==> src/rtl/uri_enc_pkg.sv <==
package uri_enc_pkg;

    localparam int CfgIdxW  = 2;
    localparam int CfgDataW = 16;
    localparam int CompW    = 3;
    localparam int CountW   = 16;

    // register indexes on the configuration port
    localparam logic [CfgIdxW-1:0] REG_COMPONENT    = 2'd0;
    localparam logic [CfgIdxW-1:0] REG_KEEP_ESCAPES = 2'd1;
    localparam logic [CfgIdxW-1:0] REG_OUT_SIZE     = 2'd2;

    // URI component codes
    localparam logic [CompW-1:0] COMP_PATH     = 3'd0;
    localparam logic [CompW-1:0] COMP_SEGMENT  = 3'd1;
    localparam logic [CompW-1:0] COMP_QUERY    = 3'd2;
    localparam logic [CompW-1:0] COMP_FRAGMENT = 3'd3;
    localparam logic [CompW-1:0] COMP_USERINFO = 3'd4;
    localparam logic [CompW-1:0] COMP_HOST     = 3'd5;
    localparam logic [CompW-1:0] COMP_FORM     = 3'd6;

    localparam logic [7:0] CH_PCT   = 8'h25;
    localparam logic [7:0] CH_PLUS  = 8'h2B;
    localparam logic [7:0] CH_SPACE = 8'h20;
    localparam logic [7:0] CH_COLON = 8'h3A;
    localparam logic [7:0] CH_AT    = 8'h40;
    localparam logic [7:0] CH_SLASH = 8'h2F;
    localparam logic [7:0] CH_QMARK = 8'h3F;

    typedef struct packed {
        logic [7:0] in_byte;
        logic       byte_present;
        logic       end_of_string;
    } uri_in_t;

    typedef struct packed {
        logic [7:0]        out_byte;
        logic              byte_valid;
        logic              run_last;
        logic              overflow;
        logic [CountW-1:0] out_count;
    } uri_out_t;

    typedef struct packed {
        logic [CompW-1:0]  component;
        logic              keep_escapes;
        logic [CountW-1:0] out_size;
    } uri_cfg_t;

    typedef struct packed {
        logic     emit;
        logic     done;
        uri_out_t res;
    } uri_push_t;

    // one output unit: a single byte or a three-byte triplet
    typedef struct packed {
        logic       three;
        logic [7:0] b0;
        logic [7:0] b1;
        logic [7:0] b2;
    } uri_unit_t;

    function automatic logic [7:0] hex_char(input logic [3:0] n);
        if (n < 4'd10) begin
            return 8'h30 + {4'h0, n};
        end else begin
            return 8'h37 + {4'h0, n};
        end
    endfunction

    function automatic logic is_hex(input logic [7:0] c);
        return (c >= 8'h30 && c <= 8'h39) || (c >= 8'h41 && c <= 8'h46) ||
               (c >= 8'h61 && c <= 8'h66);
    endfunction

    function automatic logic [7:0] upcase(input logic [7:0] c);
        if (c >= 8'h61 && c <= 8'h66) begin
            return c - 8'h20;
        end else begin
            return c;
        end
    endfunction

    function automatic logic plain_char(input logic [7:0] c);
        return (c >= 8'h61 && c <= 8'h7A) || (c >= 8'h41 && c <= 8'h5A) ||
               (c >= 8'h30 && c <= 8'h39) || c == 8'h2D || c == 8'h2E ||
               c == 8'h5F || c == 8'h7E;
    endfunction

    function automatic logic sub_delim(input logic [7:0] c);
        logic r;
        case (c)
            8'h21, 8'h24, 8'h26, 8'h27, 8'h28, 8'h29,
            8'h2A, 8'h2B, 8'h2C, 8'h3B, 8'h3D: r = 1'b1;
            default: r = 1'b0;
        endcase
        return r;
    endfunction

    function automatic logic passes(input logic [7:0] c, input logic [CompW-1:0] comp);
        logic r;
        case (comp)
            COMP_PATH:     r = sub_delim(c) || c == CH_COLON || c == CH_AT || c == CH_SLASH;
            COMP_SEGMENT:  r = sub_delim(c) || c == CH_COLON || c == CH_AT;
            COMP_QUERY, COMP_FRAGMENT:
                r = sub_delim(c) || c == CH_COLON || c == CH_AT || c == CH_SLASH ||
                    c == CH_QMARK;
            COMP_USERINFO: r = sub_delim(c) || c == CH_COLON;
            COMP_HOST:     r = sub_delim(c);
            default:       r = 1'b0;
        endcase
        return plain_char(c) || r;
    endfunction

    function automatic uri_unit_t encode_plain(input logic [7:0] c,
                                               input logic [CompW-1:0] comp);
        uri_unit_t u;
        u = '0;
        if (comp == COMP_FORM && c == CH_SPACE) begin
            u.b0 = CH_PLUS;
        end else if (passes(c, comp)) begin
            u.b0 = c;
        end else begin
            u.three = 1'b1;
            u.b0    = CH_PCT;
            u.b1    = hex_char(c[7:4]);
            u.b2    = hex_char(c[3:0]);
        end
        return u;
    endfunction

    function automatic uri_unit_t triplet(input logic [7:0] d, input logic [7:0] c);
        uri_unit_t u;
        u.three = 1'b1;
        u.b0    = CH_PCT;
        u.b1    = upcase(d);
        u.b2    = upcase(c);
        return u;
    endfunction

endpackage

==> src/rtl/uri_enc_engine.sv <==
module uri_enc_engine import uri_enc_pkg::*; (
    input  logic      aclk,
    input  logic      aresetn,
    input  uri_cfg_t  cfg,
    input  logic      s_valid,
    output logic      s_ready,
    input  uri_in_t   s_data,
    input  logic      can_push,
    output uri_push_t push
);

    localparam logic [2:0] PH_IDLE  = 3'd0;
    localparam logic [2:0] PH_TAKE  = 3'd1;
    localparam logic [2:0] PH_DIG   = 3'd2;
    localparam logic [2:0] PH_FRESH = 3'd3;
    localparam logic [2:0] PH_END   = 3'd4;
    localparam logic [2:0] PH_EDIG  = 3'd5;
    localparam logic [2:0] PH_RPT   = 3'd6;

    localparam logic [1:0] PEND_NONE  = 2'd0;
    localparam logic [1:0] PEND_PCT   = 2'd1;
    localparam logic [1:0] PEND_DIGIT = 2'd2;

    logic [2:0]        phase_reg, phase_next;
    logic [1:0]        burst_reg, burst_next;
    logic [7:0]        b1_reg, b1_next;
    logic [7:0]        b2_reg, b2_next;
    logic [7:0]        byte_reg, byte_next;
    logic              end_reg, end_next;
    logic [1:0]        pend_reg, pend_next;
    logic [7:0]        digit_reg, digit_next;
    logic [CountW-1:0] count_reg, count_next;
    logic              ovf_reg, ovf_next;

    logic [2:0]        nxt;
    logic [1:0]        pend_step;
    logic [7:0]        digit_step;
    logic              unit_req;
    uri_unit_t         unit;
    logic              report;
    logic              fresh_keep;
    logic [CountW:0]   sum;
    logic              unit_fit;
    logic              unit_ovf;
    logic              in_burst;
    logic              busy;
    logic              want_emit;
    logic              adv;
    logic              done;
    logic              accept;

    assign fresh_keep = cfg.keep_escapes && byte_reg == CH_PCT;

    // decode the current step of the item
    always_comb begin
        nxt        = PH_IDLE;
        pend_step  = pend_reg;
        digit_step = digit_reg;
        unit_req   = 1'b0;
        unit       = '0;
        report     = 1'b0;
        case (phase_reg)
            PH_TAKE: begin
                nxt = PH_END;
                if (ovf_reg) begin
                    pend_step = PEND_NONE;
                end else begin
                    case (pend_reg)
                        PEND_NONE: begin
                            if (fresh_keep) begin
                                pend_step = PEND_PCT;
                            end else begin
                                unit_req = 1'b1;
                                unit     = encode_plain(byte_reg, cfg.component);
                            end
                        end
                        PEND_PCT: begin
                            if (is_hex(byte_reg)) begin
                                digit_step = byte_reg;
                                pend_step  = PEND_DIGIT;
                            end else begin
                                pend_step = PEND_NONE;
                                unit_req  = 1'b1;
                                unit      = encode_plain(CH_PCT, cfg.component);
                                nxt       = PH_FRESH;
                            end
                        end
                        default: begin
                            pend_step = PEND_NONE;
                            unit_req  = 1'b1;
                            if (is_hex(byte_reg)) begin
                                unit = triplet(digit_reg, byte_reg);
                            end else begin
                                unit = encode_plain(CH_PCT, cfg.component);
                                nxt  = PH_DIG;
                            end
                        end
                    endcase
                end
            end
            PH_DIG: begin
                nxt      = PH_FRESH;
                unit_req = 1'b1;
                unit     = encode_plain(digit_reg, cfg.component);
            end
            PH_FRESH: begin
                nxt = PH_END;
                if (!ovf_reg) begin
                    if (fresh_keep) begin
                        pend_step = PEND_PCT;
                    end else begin
                        unit_req = 1'b1;
                        unit     = encode_plain(byte_reg, cfg.component);
                    end
                end
            end
            PH_END: begin
                nxt = PH_EDIG;
                if (pend_reg != PEND_NONE) begin
                    unit_req = 1'b1;
                    unit     = encode_plain(CH_PCT, cfg.component);
                end
            end
            PH_EDIG: begin
                nxt = PH_RPT;
                if (pend_reg == PEND_DIGIT) begin
                    unit_req = 1'b1;
                    unit     = encode_plain(digit_reg, cfg.component);
                end
            end
            PH_RPT: begin
                nxt       = PH_IDLE;
                pend_step = PEND_NONE;
                report    = 1'b1;
            end
            default: nxt = PH_IDLE;
        endcase
        // no end marker: the item finishes after its byte
        if (nxt == PH_END && !end_reg) begin
            nxt = PH_IDLE;
        end
    end

    assign sum       = {1'b0, count_reg} + (unit.three ? 17'd3 : 17'd1);
    assign unit_fit  = unit_req && !ovf_reg && (sum < {1'b0, cfg.out_size});
    assign unit_ovf  = unit_req && !ovf_reg && !unit_fit;
    assign in_burst  = burst_reg != 2'd0;
    assign busy      = phase_reg != PH_IDLE || in_burst;
    assign want_emit = in_burst || unit_fit || report;
    assign adv       = busy && (!want_emit || can_push);

    always_comb begin
        phase_next = phase_reg;
        burst_next = burst_reg;
        b1_next    = b1_reg;
        b2_next    = b2_reg;
        byte_next  = byte_reg;
        end_next   = end_reg;
        pend_next  = pend_reg;
        digit_next = digit_reg;
        count_next = count_reg;
        ovf_next   = ovf_reg;
        push       = '0;
        if (adv) begin
            if (in_burst) begin
                // drain a triplet's tail, one per cycle unless stalled
                push.emit           = 1'b1;
                push.res.out_byte   = b1_reg;
                push.res.byte_valid = 1'b1;
                push.res.overflow   = ovf_reg;
                push.res.out_count  = count_reg + 16'd1;
                count_next          = count_reg + 16'd1;
                b1_next             = b2_reg;
                burst_next          = burst_reg - 2'd1;
            end else begin
                phase_next = nxt;
                pend_next  = pend_step;
                digit_next = digit_step;
                if (unit_fit) begin
                    push.emit           = 1'b1;
                    push.res.out_byte   = unit.b0;
                    push.res.byte_valid = 1'b1;
                    push.res.overflow   = ovf_reg;
                    push.res.out_count  = count_reg + 16'd1;
                    count_next          = count_reg + 16'd1;
                    burst_next          = unit.three ? 2'd2 : 2'd0;
                    b1_next             = unit.b1;
                    b2_next             = unit.b2;
                end
                if (unit_ovf) begin
                    ovf_next = 1'b1;
                end
                if (report) begin
                    push.emit          = 1'b1;
                    push.res.overflow  = ovf_reg || cfg.out_size == 16'd0;
                    push.res.out_count = count_reg;
                    count_next         = '0;
                    ovf_next           = 1'b0;
                end
            end
        end
        done      = adv && phase_next == PH_IDLE && burst_next == 2'd0;
        push.done = done;
        s_ready   = !busy || done;
        accept    = s_valid && s_ready;
        if (accept) begin
            byte_next = s_data.in_byte;
            end_next  = s_data.end_of_string;
            if (s_data.byte_present) begin
                phase_next = PH_TAKE;
            end else if (s_data.end_of_string) begin
                phase_next = PH_END;
            end else begin
                phase_next = PH_IDLE;
            end
        end
    end

    always_ff @(posedge aclk) begin
        if (!aresetn) begin
            phase_reg <= PH_IDLE;
            burst_reg <= 2'd0;
            pend_reg  <= PEND_NONE;
            digit_reg <= '0;
            count_reg <= '0;
            ovf_reg   <= 1'b0;
        end else begin
            phase_reg <= phase_next;
            burst_reg <= burst_next;
            pend_reg  <= pend_next;
            digit_reg <= digit_next;
            count_reg <= count_next;
            ovf_reg   <= ovf_next;
        end
    end

    always_ff @(posedge aclk) begin
        b1_reg   <= b1_next;
        b2_reg   <= b2_next;
        byte_reg <= byte_next;
        end_reg  <= end_next;
    end

endmodule

==> src/rtl/uri_enc_out.sv <==
module uri_enc_out import uri_enc_pkg::*; (
    input  logic      aclk,
    input  logic      aresetn,
    input  uri_push_t push,
    output logic      can_push,
    output logic      m_valid,
    input  logic      m_ready,
    output uri_out_t  m_data
);

    logic     hold_valid_reg, hold_valid_next;
    logic     hold_last_reg, hold_last_next;
    uri_out_t hold_data_reg, hold_data_next;
    logic     out_valid_reg, out_valid_next;
    uri_out_t out_data_reg, out_data_next;

    logic out_free;
    logic move;

    // the held result goes out once its successor or the end of its item is known
    assign out_free = !out_valid_reg || m_ready;
    assign move     = hold_valid_reg && (hold_last_reg || push.emit) && out_free;
    assign can_push = !hold_valid_reg || out_free;

    always_comb begin
        out_valid_next  = out_valid_reg;
        out_data_next   = out_data_reg;
        hold_valid_next = hold_valid_reg;
        hold_last_next  = hold_last_reg;
        hold_data_next  = hold_data_reg;
        if (move) begin
            out_valid_next         = 1'b1;
            out_data_next          = hold_data_reg;
            out_data_next.run_last = hold_last_reg;
        end else if (m_ready) begin
            out_valid_next = 1'b0;
        end
        if (push.emit) begin
            hold_valid_next = 1'b1;
            hold_last_next  = push.done;
            hold_data_next  = push.res;
        end else if (move) begin
            hold_valid_next = 1'b0;
            hold_last_next  = 1'b0;
        end else if (push.done && hold_valid_reg) begin
            hold_last_next = 1'b1;
        end
    end

    always_ff @(posedge aclk) begin
        if (!aresetn) begin
            hold_valid_reg <= 1'b0;
            hold_last_reg  <= 1'b0;
            out_valid_reg  <= 1'b0;
        end else begin
            hold_valid_reg <= hold_valid_next;
            hold_last_reg  <= hold_last_next;
            out_valid_reg  <= out_valid_next;
        end
    end

    always_ff @(posedge aclk) begin
        hold_data_reg <= hold_data_next;
        out_data_reg  <= out_data_next;
    end

    assign m_valid = out_valid_reg;
    assign m_data  = out_data_reg;

endmodule

==> src/rtl/uri_percent_encoder.sv <==
// Streaming percent-encoder for one URI component. Each input transaction carries one byte,
// an end-of-string mark, both, or neither (no output); each output transaction carries one
// encoded byte, and the last transaction of every string is a report with byte_valid low
// that gives the overflow flag and the byte count. run_last marks the final output of each
// input transaction. A byte that passes through or becomes '+' is one unit, so such bytes
// stream at one per cycle while the result channel is free; a %HH escape leaves as three
// bytes over the one-byte-wide result channel. A broken %X triplet replays its held bytes
// as ordinary bytes, and an end mark flushes held bytes before the report. The sequencer
// evaluates one output unit per cycle while no triplet drains and the channel is free; a
// result leaves through one hold stage, which it quits once its successor or its item's end
// is known, and then the output register. Write configuration only while the block is idle.
module uri_percent_encoder import uri_enc_pkg::*; (
    input  logic                aclk,
    input  logic                aresetn,
    input  logic                cfg_wr_en,
    input  logic [CfgIdxW-1:0]  cfg_index,
    input  logic [CfgDataW-1:0] cfg_wdata,
    input  logic                s_valid,
    output logic                s_ready,
    input  uri_in_t             s_data,
    output logic                m_valid,
    input  logic                m_ready,
    output uri_out_t            m_data
);

    logic [CompW-1:0]  component_reg, component_next;
    logic              keep_reg, keep_next;
    logic [CountW-1:0] size_reg, size_next;

    uri_cfg_t  cfg;
    uri_push_t push;
    logic      can_push;

    always_comb begin
        component_next = component_reg;
        keep_next      = keep_reg;
        size_next      = size_reg;
        if (cfg_wr_en) begin
            case (cfg_index)
                REG_COMPONENT:    component_next = cfg_wdata[CompW-1:0];
                REG_KEEP_ESCAPES: keep_next      = cfg_wdata[0];
                REG_OUT_SIZE:     size_next      = cfg_wdata[CountW-1:0];
                default: ;
            endcase
        end
    end

    always_ff @(posedge aclk) begin
        if (!aresetn) begin
            component_reg <= COMP_PATH;
            keep_reg      <= 1'b1;
            size_reg      <= 16'hFFFF;
        end else begin
            component_reg <= component_next;
            keep_reg      <= keep_next;
            size_reg      <= size_next;
        end
    end

    assign cfg.component    = component_reg;
    assign cfg.keep_escapes = keep_reg;
    assign cfg.out_size     = size_reg;

    uri_enc_engine u_engine (
        .aclk     (aclk),
        .aresetn  (aresetn),
        .cfg      (cfg),
        .s_valid  (s_valid),
        .s_ready  (s_ready),
        .s_data   (s_data),
        .can_push (can_push),
        .push     (push)
    );

    uri_enc_out u_out (
        .aclk     (aclk),
        .aresetn  (aresetn),
        .push     (push),
        .can_push (can_push),
        .m_valid  (m_valid),
        .m_ready  (m_ready),
        .m_data   (m_data)
    );

endmodule

==> config.mk <==
export PLATFORM = sky130hd
export DESIGN_NAME = uri_percent_encoder
export DESIGN_NICKNAME = d
export VERILOG_FILES = /design/src/rtl/uri_enc_pkg.sv /design/src/rtl/uri_enc_engine.sv /design/src/rtl/uri_enc_out.sv /design/src/rtl/uri_percent_encoder.sv
export SDC_FILE = /design/constraint.sdc
export NUM_CORES = 1
export LEC_CHECK = 0
export BUFFER_PORTS_ARGS = -buffer_cell sky130_fd_sc_hd__buf_2
export CORE_UTILIZATION = 40
export CTS_BUF_LIST = sky130_fd_sc_hd__clkbuf_8
export DETAILED_ROUTE_END_ITERATION = 8
export GPL_TIMING_DRIVEN = 1
export PLACE_DENSITY = 0.61
export SETUP_SLACK_MARGIN = 0.1
export SLEW_MARGIN = 20
export SYNTH_ARGS = -nofsm -noshare
export SYNTH_HDL_FRONTEND = slang
export SYNTH_SLANG_ARGS = --single-unit
==> constraint.sdc <==
create_clock -name aclk -period 8.9 [get_ports aclk]
set_clock_uncertainty 0.1 [all_clocks]
set_input_delay 0.445 -clock aclk [delete_from_list [all_inputs] [get_ports aclk]]
set_output_delay 0.445 -clock aclk [all_outputs]
set_load 0.02 [all_outputs]
==> parameters.txt <==
Parameter                              Value

Power and ir drop
  Leakage power ... 3.461 nW
  Power Dens Cells ... 168.6 nW/um^2
  Max IR drop VDD ... 0.0001150 V

Floorplan
  Die height ... 147.7 um
  Initial core utilization ... 41.43%
  Floorplan Core Area ... 20490 sq um
  Area of the die ... 21820 sq um
  Top-level I/O count ... 62
  Chip width ... 147.7 um
  Row Count ... 52

Clock tree
  Inserted Clock Buffers ... 17
  H-tree levels ... 4
  Clock sink count ... 133
  Clock edge transition at the registers on the reported setup and hold paths ... 0.09 ns
  Post-CTS sizing ... 0
  Clock latency reported for the late side of the worst-skew pair ... 0.46 ns
  Number of buffers inserted for hold repair after clock tree synthesis ... 0
  Post-CTS setup buffer count ... 0
  Clock root buffer master ... clkbuf_8
  Clock tree from TritonCTS ... yes
  Clock Path Buffers ... 2

Layout
  Share of final-layout standard cells stronger than drive strength 1 ... 13.38%
  Flip-flop and latch area ... 3443 sq um
  Area added between synthesis and finish ... 9.769%
  Number of non-filler instances in the completed layout ... 1234
  Flip-flop count of the largest register after layout ... 27
  Final layout net count ... 1034
  Total area of multi-input combinational cells ... 4624 sq um
  Antenna cell count ... 0
  Fill count ... 1989

Drt
  Sum of routed wire length over all layers ... 23480 um
  Highest layer used for signal routing ... met4
  Number of nets with antenna violations after routing ... 0
  Met2 routed wirelength ... 10120 um
  Detailed-route vias per instance ... 5.902
  WL met1 ... 11130 um
  Drt wl/cell ... 19.03 um
  Detailed-routed wire length on met3 ... 1848 um
  Via count ... 7283
  Initial DRC Count ... 637
  Post-route DRC violation count ... 0
  Number of detailed-routing iterations run before antenna repair ... 5

Critical path
  Required time at the worst-slack endpoint ... 8.36 ns
  Critical path launch point type ... register
  Most frequent cell on the critical path ... ha_1
  Kind of cell adding the most delay to the critical path ... compound AO/OA/AOI/OAI gates
  Crit end category ... output pin
  Sequence of cells on the critical path ... inv_1 > ha_1 > or4b_1 > a31oi_1 > a31oi_1 > nor4_2 > and3_1 > a311o_2 > ha_1 > a21o_1 > nand3_1 > nor2_1 > xor2_1 > ha_1 > a21oi_1 > a21boi_0 > o31ai_1 > nand4_2 > or2_4 > a31oi_4 > a21oi_2 > a21oi_4 > inv_2 > buf_2
  Data arrival time of the critical path ... 6.84 ns
  Buffers & Inverters on Critical Path ... 3
  Crit path kind ... reg -> out
  Slowest stage cell on the critical path ... and3_1
  Max incr delay on CP ... 0.56 ns
  Maximum net fanout on the critical path ... 20

Logic synthesis
  Prevailing post-synth register cell ... edfxtp_1
  #FFs+latches synth ... 133
  Fraction of registers with async set or reset after synthesis ... 0%
  Top cells by area, synth ... edfxtp_1, dfxtp_1, ha_1, o21ai_0, nand2_1
  Post-synthesis cell area ... 8492 sq um
  Cells after synthesis ... 925
  Number of flops mapped to enable cells by yosys ... 78
  Number of nets produced by synthesis ... 1008
  Top cells by instance count after synthesis ... nand2_1, edfxtp_1, o21ai_0
  Portion of the post-synthesis area used by sequential elements ... 40.55%
  Area leader, netlist ... edfxtp_1
  Yosys warning count ... 0
  Share of the synthesized area in the top cell type ... 27.58%
  Most numerous cell in the Yosys netlist ... nand2_1
  Mean area per synthesized cell ... 9.180 sq um
  Distinct cells, synth ... 92

GRT
  Total routing usage reported by global routing ... 21.97%
  First-pass GRT wire length ... 37290 um
  Number of antenna violations at the first check in global routing ... 0
  Pin count of the biggest net entering global routing ... 59
  Grt ovf ... 0
  Via count of the first global-routing pass ... 6681

Place
  Number of placed cells counting well taps ... 1202
  Placed wire-length estimate after detailed placement ... 16850 um
  # port buffers ... 61
  GP Congestion ... 0.9308

Timing
  Setup total negative slack ... 0 ns
  Actual transition at the worst max-transition pin ... 1.072 ns
  Number of failing setup endpoints in the final timing report ... 0
  RSZ-0062 raised after global routing ... no
  Top achievable clock speed ... 0.1353 GHz
  Final period util ... 83.02%
  Number of endpoints with negative hold slack in the final report ... 0
  Worst slew margin ... 28.50%
  Minimum clock period ... 7.389 ns
  Total count of max-transition violations in the final report ... 0

Hold path
  Worst min-delay path category ... in -> reg

Run
  Max-capacitance violation count ... 0

Outcome
  Status ... finished, final reports clean
metal layers:
metal / global-route usage, % / vias up
li1: - / 3483
met1: 32.18 / 3433
met4: 5.773 / 0
met5: 0 / -
met2: 32.57 / 336
met3: 4.691 / 31
through the flow:
stage               util, %  hold slack, ns  cell area [sq um]  power [W]  worst slack, ns
finish                45.48         0.05915               9321   0.001572            1.511
global route          45.48         0.02604               9321   0.001646            1.060
CTS                   45.48         0.03446               9321   0.001578            1.562
detailed placement    43.46          0.3045               8906   0.001047            1.978
global placement      43.46          0.3036               8906   0.001049            1.988
floorplan                 -          0.3003               8492  0.0009584            2.268
cells by family (layout without fill, tap and decap cells):
logic type	Yosys count	after routing	synth area share, %
and+or+nand+nor	326	326	20.47
AOI/OAI and AO/OA	276	276	22.32
DFF	133	133	40.55
buffers and inverters	102	141	5.024
adders and majority gates	50	50	7.455
xor gates and xnor gates	23	23	2.372
muxes	15	15	1.812
worst register-to-register path: stages (launching register included):
cell	delay (ns)
dfxtp_1	0.50
inv_1	0.20
ha_1	0.31
or4b_1	0.52
a31oi_1	0.29
a31oi_1	0.09
nor4_2	0.34
and3_1	0.56
a311o_2	0.28
ha_1	0.25
a21o_1	0.21
nand3_1	0.17
nor2_1	0.08
xor2_1	0.14
ha_1	0.31
a21oi_1	0.15
a21boi_0	0.10
o31ai_1	0.24
nand4_2	0.23
o21ai_2	0.67
o21ai_4	0.18
inv_2	0.09
buf_4	0.41
o21ai_0	0.20
a22oi_1	0.23
nor2b_1	0.06
final timing paths:
path | startpoint | to | slack [ns] | cells after the start
worst max register to register | u_engine.digit_reg[1] | u_engine.count_reg[15] | 1.89 | 25
worst max-delay path | u_engine.digit_reg[1] | s_ready | 1.51 | 24
worst min-delay path | s_data[4] | u_engine.byte_reg[2] | 0.06 | 1
worst min register to register | u_out.hold_data_reg[2] | u_out.m_data[2] | 0.32 | 0
area by class of cell:
cell class | instances | area share [%]
clock buffers | 17 | 2.510
clock inverters | 15 | 1.946
inverters | 44 | 1.772
multi-input cells | 690 | 49.61
flip-flops and latches | 133 | 36.94
well taps | 270 | 3.624
repair buffers | 65 | 3.597
power breakdown:
group / switching (W) / internal [W]
Combinational: 0.000205 / 0.000101
Sequential: 0.0000435 / 0.000691
Clock: 0.000292 / 0.000239
Total: 0.000540 / 0.00103
layout by cell type, fill, tap and decap left out, types with 7 or more instances in the layout:
cell type / count
nand2_1: 82
edfxtp_1: 78
o21ai_0: 71
nor2_1: 63
buf_2: 61
dfxtp_1: 55
ha_1: 49
a21oi_1: 43
inv_1: 40
nor2b_1: 39
a22oi_1: 31
nand3_1: 23
o211ai_1: 23
and2_1: 18
xnor2_1: 18
clkbuf_8: 17
nand4_1: 16
and3_1: 16
nor3_1: 14
mux2i_1: 12
a31oi_1: 11
a21boi_0: 9
nor4_1: 8
a21o_1: 7
Note: power is estimated with default switching activity, not from simulation.
